File: config.mk
export PLATFORM = sky130hd
export DESIGN_NAME = fmr_lane
export DESIGN_NICKNAME = d
export VERILOG_FILES = /design/src/rtl/fmr_pkg.sv /design/src/rtl/fmr_div.sv /design/src/rtl/fmr_shape.sv /design/src/rtl/fmr_lane.sv
export SDC_FILE = /design/constraint.sdc
export NUM_CORES = 2
export LEC_CHECK = 0
export ABC_CLOCK_PERIOD_IN_PS = 8400
export BUFFER_PORTS_ARGS = -buffer_cell sky130_fd_sc_hd__buf_2
export CAP_MARGIN = 20
export CORE_MARGIN = 2
export CORE_UTILIZATION = 50
export DETAILED_ROUTE_END_ITERATION = 10
export PLACE_DENSITY = 0.68
export SYNTH_ARGS = -nofsm -noshare
export SYNTH_HDL_FRONTEND = slang
export SYNTH_SLANG_ARGS = --single-unit
export TNS_END_PERCENT = 20
File: constraint.sdc
create_clock -name clk -period 8.4 [get_ports clk]
set_input_delay 1.26 -clock clk [delete_from_list [all_inputs] [get_ports clk]]
set_output_delay 1.26 -clock clk [all_outputs]
set_load 0.005 [all_outputs]
File: src/rtl/fmr_pkg.sv
package fmr_pkg;

    // Channel count and ramp limit
    localparam int CHANNELS       = 4;
    localparam int CH_W           = $clog2(CHANNELS);
    localparam int MAX_RAMP_STEPS = 64;

    // Field widths
    localparam int CMD_W      = 8;
    localparam int PCT_W      = 7;
    localparam int FRAC_BITS  = 8;
    localparam int POS_W      = CMD_W + FRAC_BITS;
    localparam int PB_W       = 2 * PCT_W;
    localparam int STEP_W     = 7;
    localparam int DUTY_W     = 8;
    localparam int DIV_W      = POS_W;
    localparam int CFG_IDX_W  = 3;
    localparam int CFG_DATA_W = 7;

    // Configuration reset values
    localparam logic [STEP_W-1:0] STEP_COUNT_RESET = 7'd10;
    localparam logic [PCT_W-1:0]  BALANCE_RESET    = 7'd100;
    localparam logic [PCT_W-1:0]  BALANCE_MAX      = 7'd100;

    // Channels whose direction bit is inverted (b and c)
    localparam logic [CHANNELS-1:0] INVERT_MASK = 4'b0110;

    // Shaping arithmetic: v = pos * power * balance / 10000
    localparam int PROD_W      = POS_W + PB_W + 1;
    localparam int RECIP_W     = 28;
    localparam int RECIP_SHIFT = 41;
    localparam int Q_W         = 15;
    localparam logic [RECIP_W-1:0] RECIP_10K = 28'd219902326;
    // |prod| at or above this saturates to the +-100 percent limit
    localparam logic [PROD_W-1:0]  SAT_PROD  = 31'd256000000;
    localparam logic [Q_W-1:0]     LIMIT_MAG = 15'd25600;
    localparam logic [Q_W-1:0]     MIN_MAG   = 15'd3840;
    localparam logic [Q_W-1:0]     ONE_MAG   = 15'd256;

    // duty = floor(ip * 255 / 100) as one constant multiply and shift
    localparam int IP_W       = Q_W - FRAC_BITS;
    localparam int DRECIP_W   = 23;
    localparam int DUTY_SHIFT = 21;
    localparam logic [DRECIP_W-1:0] DUTY_RECIP = 23'd5347860;

    // Configuration register indexes
    typedef enum logic [CFG_IDX_W-1:0] {
        REG_STEP_COUNT,
        REG_BALANCE_A,
        REG_BALANCE_B,
        REG_BALANCE_C,
        REG_BALANCE_D
    } cfg_reg_t;

    // Sequencer states
    typedef enum logic [2:0] {
        ST_IDLE,
        ST_DIV_GO,
        ST_DIV_WAIT,
        ST_SHAPE_GO,
        ST_SHAPE_WAIT
    } state_t;

    // Input transaction
    typedef struct packed {
        logic                     mode;
        logic signed [CMD_W-1:0]  cmd_a;
        logic signed [CMD_W-1:0]  cmd_b;
        logic signed [CMD_W-1:0]  cmd_c;
        logic signed [CMD_W-1:0]  cmd_d;
        logic [PCT_W-1:0]         power;
    } cmd_t;

    // Output transaction
    typedef struct packed {
        logic              dir_a;
        logic              dir_b;
        logic              dir_c;
        logic              dir_d;
        logic [DUTY_W-1:0] duty_a;
        logic [DUTY_W-1:0] duty_b;
        logic [DUTY_W-1:0] duty_c;
        logic [DUTY_W-1:0] duty_d;
        logic              last;
    } res_t;

    // Sequencer to lane controls
    typedef struct packed {
        logic              load;
        logic              direct;
        logic              div_start;
        logic [STEP_W-1:0] left;
        logic              shape_start;
    } lane_ctl_t;

    // Shaper result of one lane
    typedef struct packed {
        logic              valid;
        logic              neg;
        logic [DUTY_W-1:0] duty;
    } shape_res_t;

    // Lane status back to the sequencer
    typedef struct packed {
        logic       div_done;
        shape_res_t res;
    } lane_stat_t;

endpackage

File: src/rtl/fmr_div.sv
// Restoring divider, one quotient bit per cycle
module fmr_div import fmr_pkg::*;
(
    input  logic              clk,
    input  logic              rst_n,
    input  logic              start,
    input  logic [DIV_W-1:0]  dividend,
    input  logic [STEP_W-1:0] divisor,
    output logic              done,
    output logic [DIV_W-1:0]  quotient
);

    localparam int CNT_W = $clog2(DIV_W + 1);

    logic [CNT_W-1:0]  cnt_reg;
    logic              done_reg;
    logic [DIV_W-1:0]  quo_reg;
    logic [STEP_W-1:0] rem_reg;
    logic [STEP_W-1:0] dvs_reg;

    logic [STEP_W:0]   trial;
    logic [STEP_W:0]   trial_sub;
    logic              fits;
    logic [STEP_W-1:0] rem_next;

    // One trial subtraction
    assign trial     = {rem_reg, quo_reg[DIV_W-1]};
    assign trial_sub = trial - {1'b0, dvs_reg};
    assign fits      = trial >= {1'b0, dvs_reg};
    assign rem_next  = fits ? trial_sub[STEP_W-1:0] : trial[STEP_W-1:0];

    // Iteration counter and done pulse
    always_ff @(posedge clk or negedge rst_n)
    begin
        if (!rst_n)
        begin
            cnt_reg  <= '0;
            done_reg <= 1'b0;
        end
        else
        begin
            done_reg <= (cnt_reg == CNT_W'(1));
            if (start)
                cnt_reg <= CNT_W'(DIV_W);
            else if (cnt_reg != '0)
                cnt_reg <= cnt_reg - CNT_W'(1);
        end
    end

    // Quotient and remainder shift
    always_ff @(posedge clk)
    begin
        if (start)
        begin
            quo_reg <= dividend;
            rem_reg <= '0;
            dvs_reg <= divisor;
        end
        else if (cnt_reg != '0)
        begin
            quo_reg <= {quo_reg[DIV_W-2:0], fits};
            rem_reg <= rem_next;
        end
    end

    assign done     = done_reg;
    assign quotient = quo_reg;

endmodule

File: src/rtl/fmr_shape.sv
// Four-stage shaping pipeline: scale, divide by 10000, clamp, duty
module fmr_shape import fmr_pkg::*;
(
    input  logic                    clk,
    input  logic                    rst_n,
    input  logic                    start,
    input  logic signed [POS_W-1:0] pos,
    input  logic [PB_W-1:0]         pb,
    output shape_res_t              res
);

    logic [3:0] vld_reg;

    logic signed [PROD_W-1:0]  prod_next;
    logic signed [PROD_W-1:0]  prod_reg;
    logic [PROD_W-1:0]         mag;
    logic [2*RECIP_W-1:0]      recip_next;
    logic [2*RECIP_W-1:0]      recip_reg;
    logic                      sat_reg;
    logic                      neg2_reg;
    logic [Q_W-1:0]            quo;
    logic [Q_W-1:0]            mag_clamp;
    logic [Q_W-1:0]            mag_final;
    logic [IP_W-1:0]           ip_reg;
    logic                      neg3_reg;
    logic [IP_W+DRECIP_W-1:0]  duty_prod;
    logic [DUTY_W-1:0]         duty_reg;
    logic                      neg4_reg;

    // Stage 1: position times power*balance
    assign prod_next = pos * $signed({1'b0, pb});

    // Stage 2: magnitude times reciprocal of 10000
    assign mag        = prod_reg[PROD_W-1] ? PROD_W'(-prod_reg) : PROD_W'(prod_reg);
    assign recip_next = mag[RECIP_W-1:0] * RECIP_10K;

    // Stage 3: clamp and minimum-magnitude rule
    assign quo       = recip_reg[RECIP_SHIFT+Q_W-1:RECIP_SHIFT];
    assign mag_clamp = sat_reg ? LIMIT_MAG : quo;
    always_comb
    begin
        if (mag_clamp <= ONE_MAG)
            mag_final = '0;
        else if (mag_clamp < MIN_MAG)
            mag_final = MIN_MAG;
        else
            mag_final = mag_clamp;
    end

    // Stage 4: integer percent to duty
    assign duty_prod = ip_reg * DUTY_RECIP;

    // Valid pipeline
    always_ff @(posedge clk or negedge rst_n)
    begin
        if (!rst_n)
            vld_reg <= '0;
        else
            vld_reg <= {vld_reg[2:0], start};
    end

    // Datapath stages
    always_ff @(posedge clk)
    begin
        prod_reg  <= prod_next;
        recip_reg <= recip_next;
        sat_reg   <= mag >= SAT_PROD;
        neg2_reg  <= prod_reg[PROD_W-1];
        ip_reg    <= mag_final[Q_W-1:FRAC_BITS];
        neg3_reg  <= neg2_reg && (mag_final != '0);
        duty_reg  <= duty_prod[DUTY_SHIFT+DUTY_W-1:DUTY_SHIFT];
        neg4_reg  <= neg3_reg;
    end

    assign res.valid = vld_reg[3];
    assign res.neg   = neg4_reg;
    assign res.duty  = duty_reg;

endmodule

File: src/rtl/fmr_lane.sv
// One motor channel: ramp position, step divider and shaper
module fmr_lane import fmr_pkg::*;
(
    input  logic                    clk,
    input  logic                    rst_n,
    input  lane_ctl_t               ctl,
    input  logic signed [CMD_W-1:0] cmd,
    input  logic [PCT_W-1:0]        power,
    input  logic [PCT_W-1:0]        balance,
    output lane_stat_t              stat
);

    logic signed [POS_W-1:0] pos_reg;
    logic signed [POS_W-1:0] target_reg;
    logic [PB_W-1:0]         pb_reg;
    logic                    dneg_reg;

    logic signed [POS_W-1:0] cmd_fix;
    logic signed [POS_W:0]   diff;
    logic [POS_W:0]          dmag;
    logic [DIV_W-1:0]        quo;
    logic signed [POS_W:0]   step;
    logic signed [POS_W:0]   pos_sum;
    logic                    div_done;

    // Command in fixed point
    assign cmd_fix = {cmd, {FRAC_BITS{1'b0}}};

    // Distance to target and signed step
    assign diff    = {target_reg[POS_W-1], target_reg} - {pos_reg[POS_W-1], pos_reg};
    assign dmag    = diff[POS_W] ? (POS_W+1)'(-diff) : (POS_W+1)'(diff);
    assign step    = dneg_reg ? -$signed({1'b0, quo}) : $signed({1'b0, quo});
    assign pos_sum = {pos_reg[POS_W-1], pos_reg} + step;

    // Ramp position
    always_ff @(posedge clk or negedge rst_n)
    begin
        if (!rst_n)
            pos_reg <= '0;
        else if (ctl.load && ctl.direct)
            pos_reg <= cmd_fix;
        else if (div_done)
            pos_reg <= pos_sum[POS_W-1:0];
    end

    // Per-transaction operands
    always_ff @(posedge clk)
    begin
        if (ctl.load)
        begin
            target_reg <= cmd_fix;
            pb_reg     <= power * balance;
        end
        if (ctl.div_start)
            dneg_reg <= diff[POS_W];
    end

    fmr_div u_div
    (
        .clk      (clk),
        .rst_n    (rst_n),
        .start    (ctl.div_start),
        .dividend (dmag[DIV_W-1:0]),
        .divisor  (ctl.left),
        .done     (div_done),
        .quotient (quo)
    );

    fmr_shape u_shape
    (
        .clk   (clk),
        .rst_n (rst_n),
        .start (ctl.shape_start),
        .pos   (pos_reg),
        .pb    (pb_reg),
        .res   (stat.res)
    );

    assign stat.div_done = div_done;

endmodule

* Word level (Yosys, flattened, before mapping)
Index checks and enable logic that the tools add are counted.
Storage, ports and cells: output and inout bits 11, logic and storage cells 53, register bits after elaboration 184
Operators by class: mux-type cells 13, reductions and logical operators 6, $add $sub $neg 7, equality and inequality tests 1, multiply operators 4, order comparisons 4
Operators by type and width (count):
- $mux W16 | 6
- $mul A28 B27 Y55 const B | 1
- $mux W15 | 3
- $neg A16 Y16 | 2
- $ge A31 B28 Y1 const B | 1
- $mul A16 B15 Y31 | 1
- $mux W31 | 1
- $neg A31 Y31 | 1
- $mul A7 B21 Y27 const B | 1
- $sub A16 B16 Y17 | 1
- $add A16 B16 Y16 | 1
- $le A15 B9 Y1 const B | 1
- $lt A15 B12 Y1 const B | 1
- $reduce_bool A15 Y1 | 1
- $mul A7 B7 Y14 | 1
- $mux W5 | 2
- $ge A8 B7 Y1 | 1
- $mux W7 | 1
- $sub A7 B7 Y7 | 1
- $eq A5 B1 Y1 const B | 1
- $reduce_bool A5 Y1 | 1
- $sub A5 B1 Y5 const B | 1
- $reduce_bool A2 Y1 | 2
- $logic_and A1 B1 Y1 | 2

* Depth between registers and ports, before layout
word-level depth 6, mapped depth 33, gate-level depth less buffers 33

* Modules after synthesis
A second synthesis with hierarchy kept.
Second synthesis, totals: cells, all modules 3377, area, all modules 32134.6 µm²
By module, submodules not included:
- fmr_shape | cells an instance 2683, sequential area each 1401.3 µm², area an instance 25405.6 µm², instances 1
- fmr_lane | cells an instance 535, sequential area each 1091.0 µm², area an instance 4838.4 µm², instances 1
- fmr_div | cells an instance 159, sequential area each 980.9 µm², area an instance 1890.6 µm², instances 1

* Worst setup path after synthesis
No wires, ideal clock.
path type register to register, start point register u_shape.prod_reg[8], end point register u_shape.recip_reg[55], slack -236 ps, arrival 8564 ps, period minus slack after synthesis 8636 ps, buffers on the path 0, cell stages (with the launch flop) 33, cell sequence dfxtp_1 or4_4 or3_4 or4_4 clkinv_2 nand2_2 or4_4 o41ai_2 xnor2_1 inv_1 fa_1 inv_1 ha_1 inv_1 fa_1 fa_1 inv_1 fa_1 fa_1 inv_1 fa_1 inv_1 ha_1 nand3_1 nor3_1 a311o_1 nand4bb_1 o2111ai_1 a21oi_1 o21ai_0 o21ai_0 o41ai_1 xnor2_1
Between the ends: word-level cells in the longest chain between the ends 3
RTL lines:
- start, declared | RTL line fmr_shape.sv:15 | logic signed [PROD_W-1:0] prod_reg;
- start signal, assigned | RTL line fmr_shape.sv:65 | prod_reg <= prod_next;
- $neg A31 Y31 | RTL line fmr_shape.sv:34 | assign mag = prod_reg[PROD_W-1] ? PROD_W'(-prod_reg) : PROD_W'(prod_reg);
- $mux W31 * | RTL line fmr_shape.sv:34
- $mul A28 B27 Y55 * | RTL line fmr_shape.sv:35 | assign recip_next = mag[RECIP_W-1:0] * RECIP_10K;
- via u_shape.recip_next[55] | RTL line fmr_shape.sv:17 | logic [2*RECIP_W-1:0] recip_next;
- end signal, assigned | RTL line fmr_shape.sv:66 | recip_reg <= recip_next;
- end, declared | RTL line fmr_shape.sv:18 | logic [2*RECIP_W-1:0] recip_reg;
The timed path passes the listed nets; every way through them passes the cells marked *. A chain may end at the register's enable or synchronous reset.

* Worst setup path in the final report
Ends and elaborated chain as after synthesis.

==> flow_metrics.env <==
export IMPL_status="complete, but fails checks"
export IMPL_violations="negative setup slack"
export IMPL_antenna_found_initial=1
export IMPL_grt_pass1_wl_um=125000
export IMPL_synth_top_cell_area_share_pct=35.9
export IMPL_clkTransAtPathRegs_ns=0.07
export IMPL_yosysUniqueCellTypes=73
export IMPL_ys_ff_latch=144
export IMPL_drt_iter0_drc=1176
export IMPL_routed_wl_um=75700
export IMPL_drc_errors=0
export IMPL_syn_area_per_cell_um2=9.51
export IMPL_yosys_warnings=0
export IMPL_layout_nets=4598
export IMPL_min_path_type="reg2reg"
export IMPL_largest_reg_flops=31
export IMPL_synth_ff_type="dfxtp_1"
export IMPL_ant_nets=0
export IMPL_postCtsHoldBufs=0
export IMPL_htreeDepth=4
export IMPL_cts_buffer_depth=2
export IMPL_yosys_area_top_type="fa_1"
export IMPL_rows=92
export IMPL_via_count=22384
export IMPL_die_width_um=256
export IMPL_place_area_um2=34200
export IMPL_finalCriticalPeriod_ns=8.40
export IMPL_routedWlPerCell_um=17.3
export IMPL_diodes=0
export IMPL_max_freq_ghz=0.119
export IMPL_finish_instance_area_um2=35000
export IMPL_place_hpwl_um=65800
export IMPL_port_buffer_count=45
export IMPL_seq_area_frac_synth_pct=11.0
export IMPL_placed_cells=4341
export IMPL_arrival_ns=8.80
export IMPL_cp_slowest_stage_delay_ns=0.62
export IMPL_initial_core_util_pct=50.4
export IMPL_slew_headroom_pct=31.0
export IMPL_grt_pass1_vias=23980
export IMPL_syn_nets=4410
export IMPL_cts_tree="done"
export IMPL_ys_async_sr_fraction_pct=18.1
export IMPL_root_buffer="clkbuf_16"
export IMPL_cp_max_fo=3
export IMPL_grt_busiest_layer="met2"
export IMPL_grt_use_met2_pct=42.0
export IMPL_grt_total_usage_pct=24.3
export IMPL_gr_total_overflow=0
export IMPL_maxCapViolCount=0
export IMPL_fin_crit_sh_pct=100
export IMPL_end_kind="flop"
export IMPL_start_kind="flop"
export IMPL_drive_above_1_share_pct=9.60
export IMPL_cts_sinks=144
export IMPL_tightest_slew_ns=1.03
export IMPL_synth_edff_count=46
export IMPL_core_area_um2=62900
export IMPL_cts_buffers=17
export IMPL_clk_latency_ns=0.48
export IMPL_final_setup_tns_ns=-0.00177
export IMPL_syn_area_um2=31700
export IMPL_finalClockSkew_ns=0.0167
export IMPL_die_h_um=256
export IMPL_setup_violations=1
export IMPL_synthCells=3332
export IMPL_final_cell_mix="inv_1, fa_1, ha_1, nand2_1, buf_4"
export IMPL_place_ws_ns=-0.523
export IMPL_vias_per_cell=5.11
export IMPL_grtUsageMet1_pct=31.9
export IMPL_stdcell_count=4379
export IMPL_area_growth_pct=10.6
export IMPL_grt_max_degree=51
export IMPL_io_pin_count=46
export IMPL_rsz0062_at_grt="true"
export IMPL_gp_congestion=1.00
export IMPL_synth_area_top_cells="fa_1, ha_1, inv_1"
export IMPL_fill_cells=5758
export IMPL_final_common_cell="inv_1"
export IMPL_crit_slowest_cell="fa_1"
export IMPL_worstPathRequired_ns=8.80
export IMPL_setup_slack_ns=-0.00177
export IMPL_critPathKind="reg2reg"
export IMPL_rrSetupSlack_ns=-0.002
export IMPL_die_area_um2=65400
export IMPL_firstDrtPassIters=5
export IMPL_use_met3_pct=2.77
export IMPL_drv_slew=0
export IMPL_hold_viol_final=0
Yosys cell counts, drive strengths merged, types with 42 or more instances:
library cell / count
o21ai: 71
ha: 474
a21oi: 105
edfxtp: 46
inv: 906
and2: 155
xor2: 49
xnor2: 152
nor2: 89
a21o: 42
clkbuf: 53
fa: 569
dfxtp: 72
nand2: 208
metrics by stage:
step | util [%] | hold slack, ns
finish | 55.7 | 0.333
global route | 55.7 | 0.347
CTS | 55.7 | 0.336
detailed placement | 54.4 | 0.318
global placement | 54.4 | 0.310
floorplan | - | 0.310
layer usage:
layer	share of wire [%]	up-vias	routed length (um)
li1	-	10622	-
met5	0	-	0
met3	4.6	114	3460
met4	3.1	0	2340
met2	49	537	36900
met1	43	11111	32900
worst max-delay path: cells and delay by family, from the launching register on:
| kind | cells | cell delay [ns] |
|---|---|---|
| flops | 1 | 0.32 |
| compound gates | 7 | 1.53 |
| buf+inv | 6 | 0.48 |
| xor+xnor | 3 | 0.52 |
| fa+ha+maj | 8 | 3.66 |
| simple gates | 6 | 1.82 |
worst paths after layout:
path	start	end	depth (start not counted)
min in group asynchronous	rst_n	pos_reg[6]	1
hold / removal	u_shape.neg3_reg	u_shape.neg4_reg	0
setup / recovery	u_shape.prod_reg[8]	u_shape.recip_reg[55]	30
setup reg to reg	u_shape.prod_reg[8]	u_shape.recip_reg[55]	30
max in group asynchronous	rst_n	pos_reg[12]	1
hold reg to reg	u_shape.neg3_reg	u_shape.neg4_reg	0
layout make-up:
cell class | instances | area (um^2) | share of cell area, %
Inverter | 908 | 3410 | 9.73
Multi-Input combinational cell | 2220 | 24900 | 71.0
Timing Repair Buffer | 229 | 1630 | 4.64
Tap cell | 846 | 1060 | 3.02
Sequential cell | 144 | 3470 | 9.92
Clock buffer | 17 | 425 | 1.21
Clock inverter | 15 | 184 | 0.525
cell families after synthesis:
kind of cell	share of synthesized area (%)
AO/OA/AOI/OAI	6.89
XOR/XNOR	5.56
adder cells (fa/ha/maj)	54.7
buffers and inverters	11.5
flip-flops	11.0
multiplexers	0.490
AND/OR/NAND/NOR	9.89
what timing repair did:
item | in CTS | in global routing
resized for setup | 27 | 11
hold endpoints to repair | 0 | 0
setup buffers | 5 | 1
pin swaps | 27 | 5
endpoints found under the setup margin | 11 | 14
Power is not shown: default switching activity piles up to over one toggle a cycle in this logic, so the estimate is an artifact.
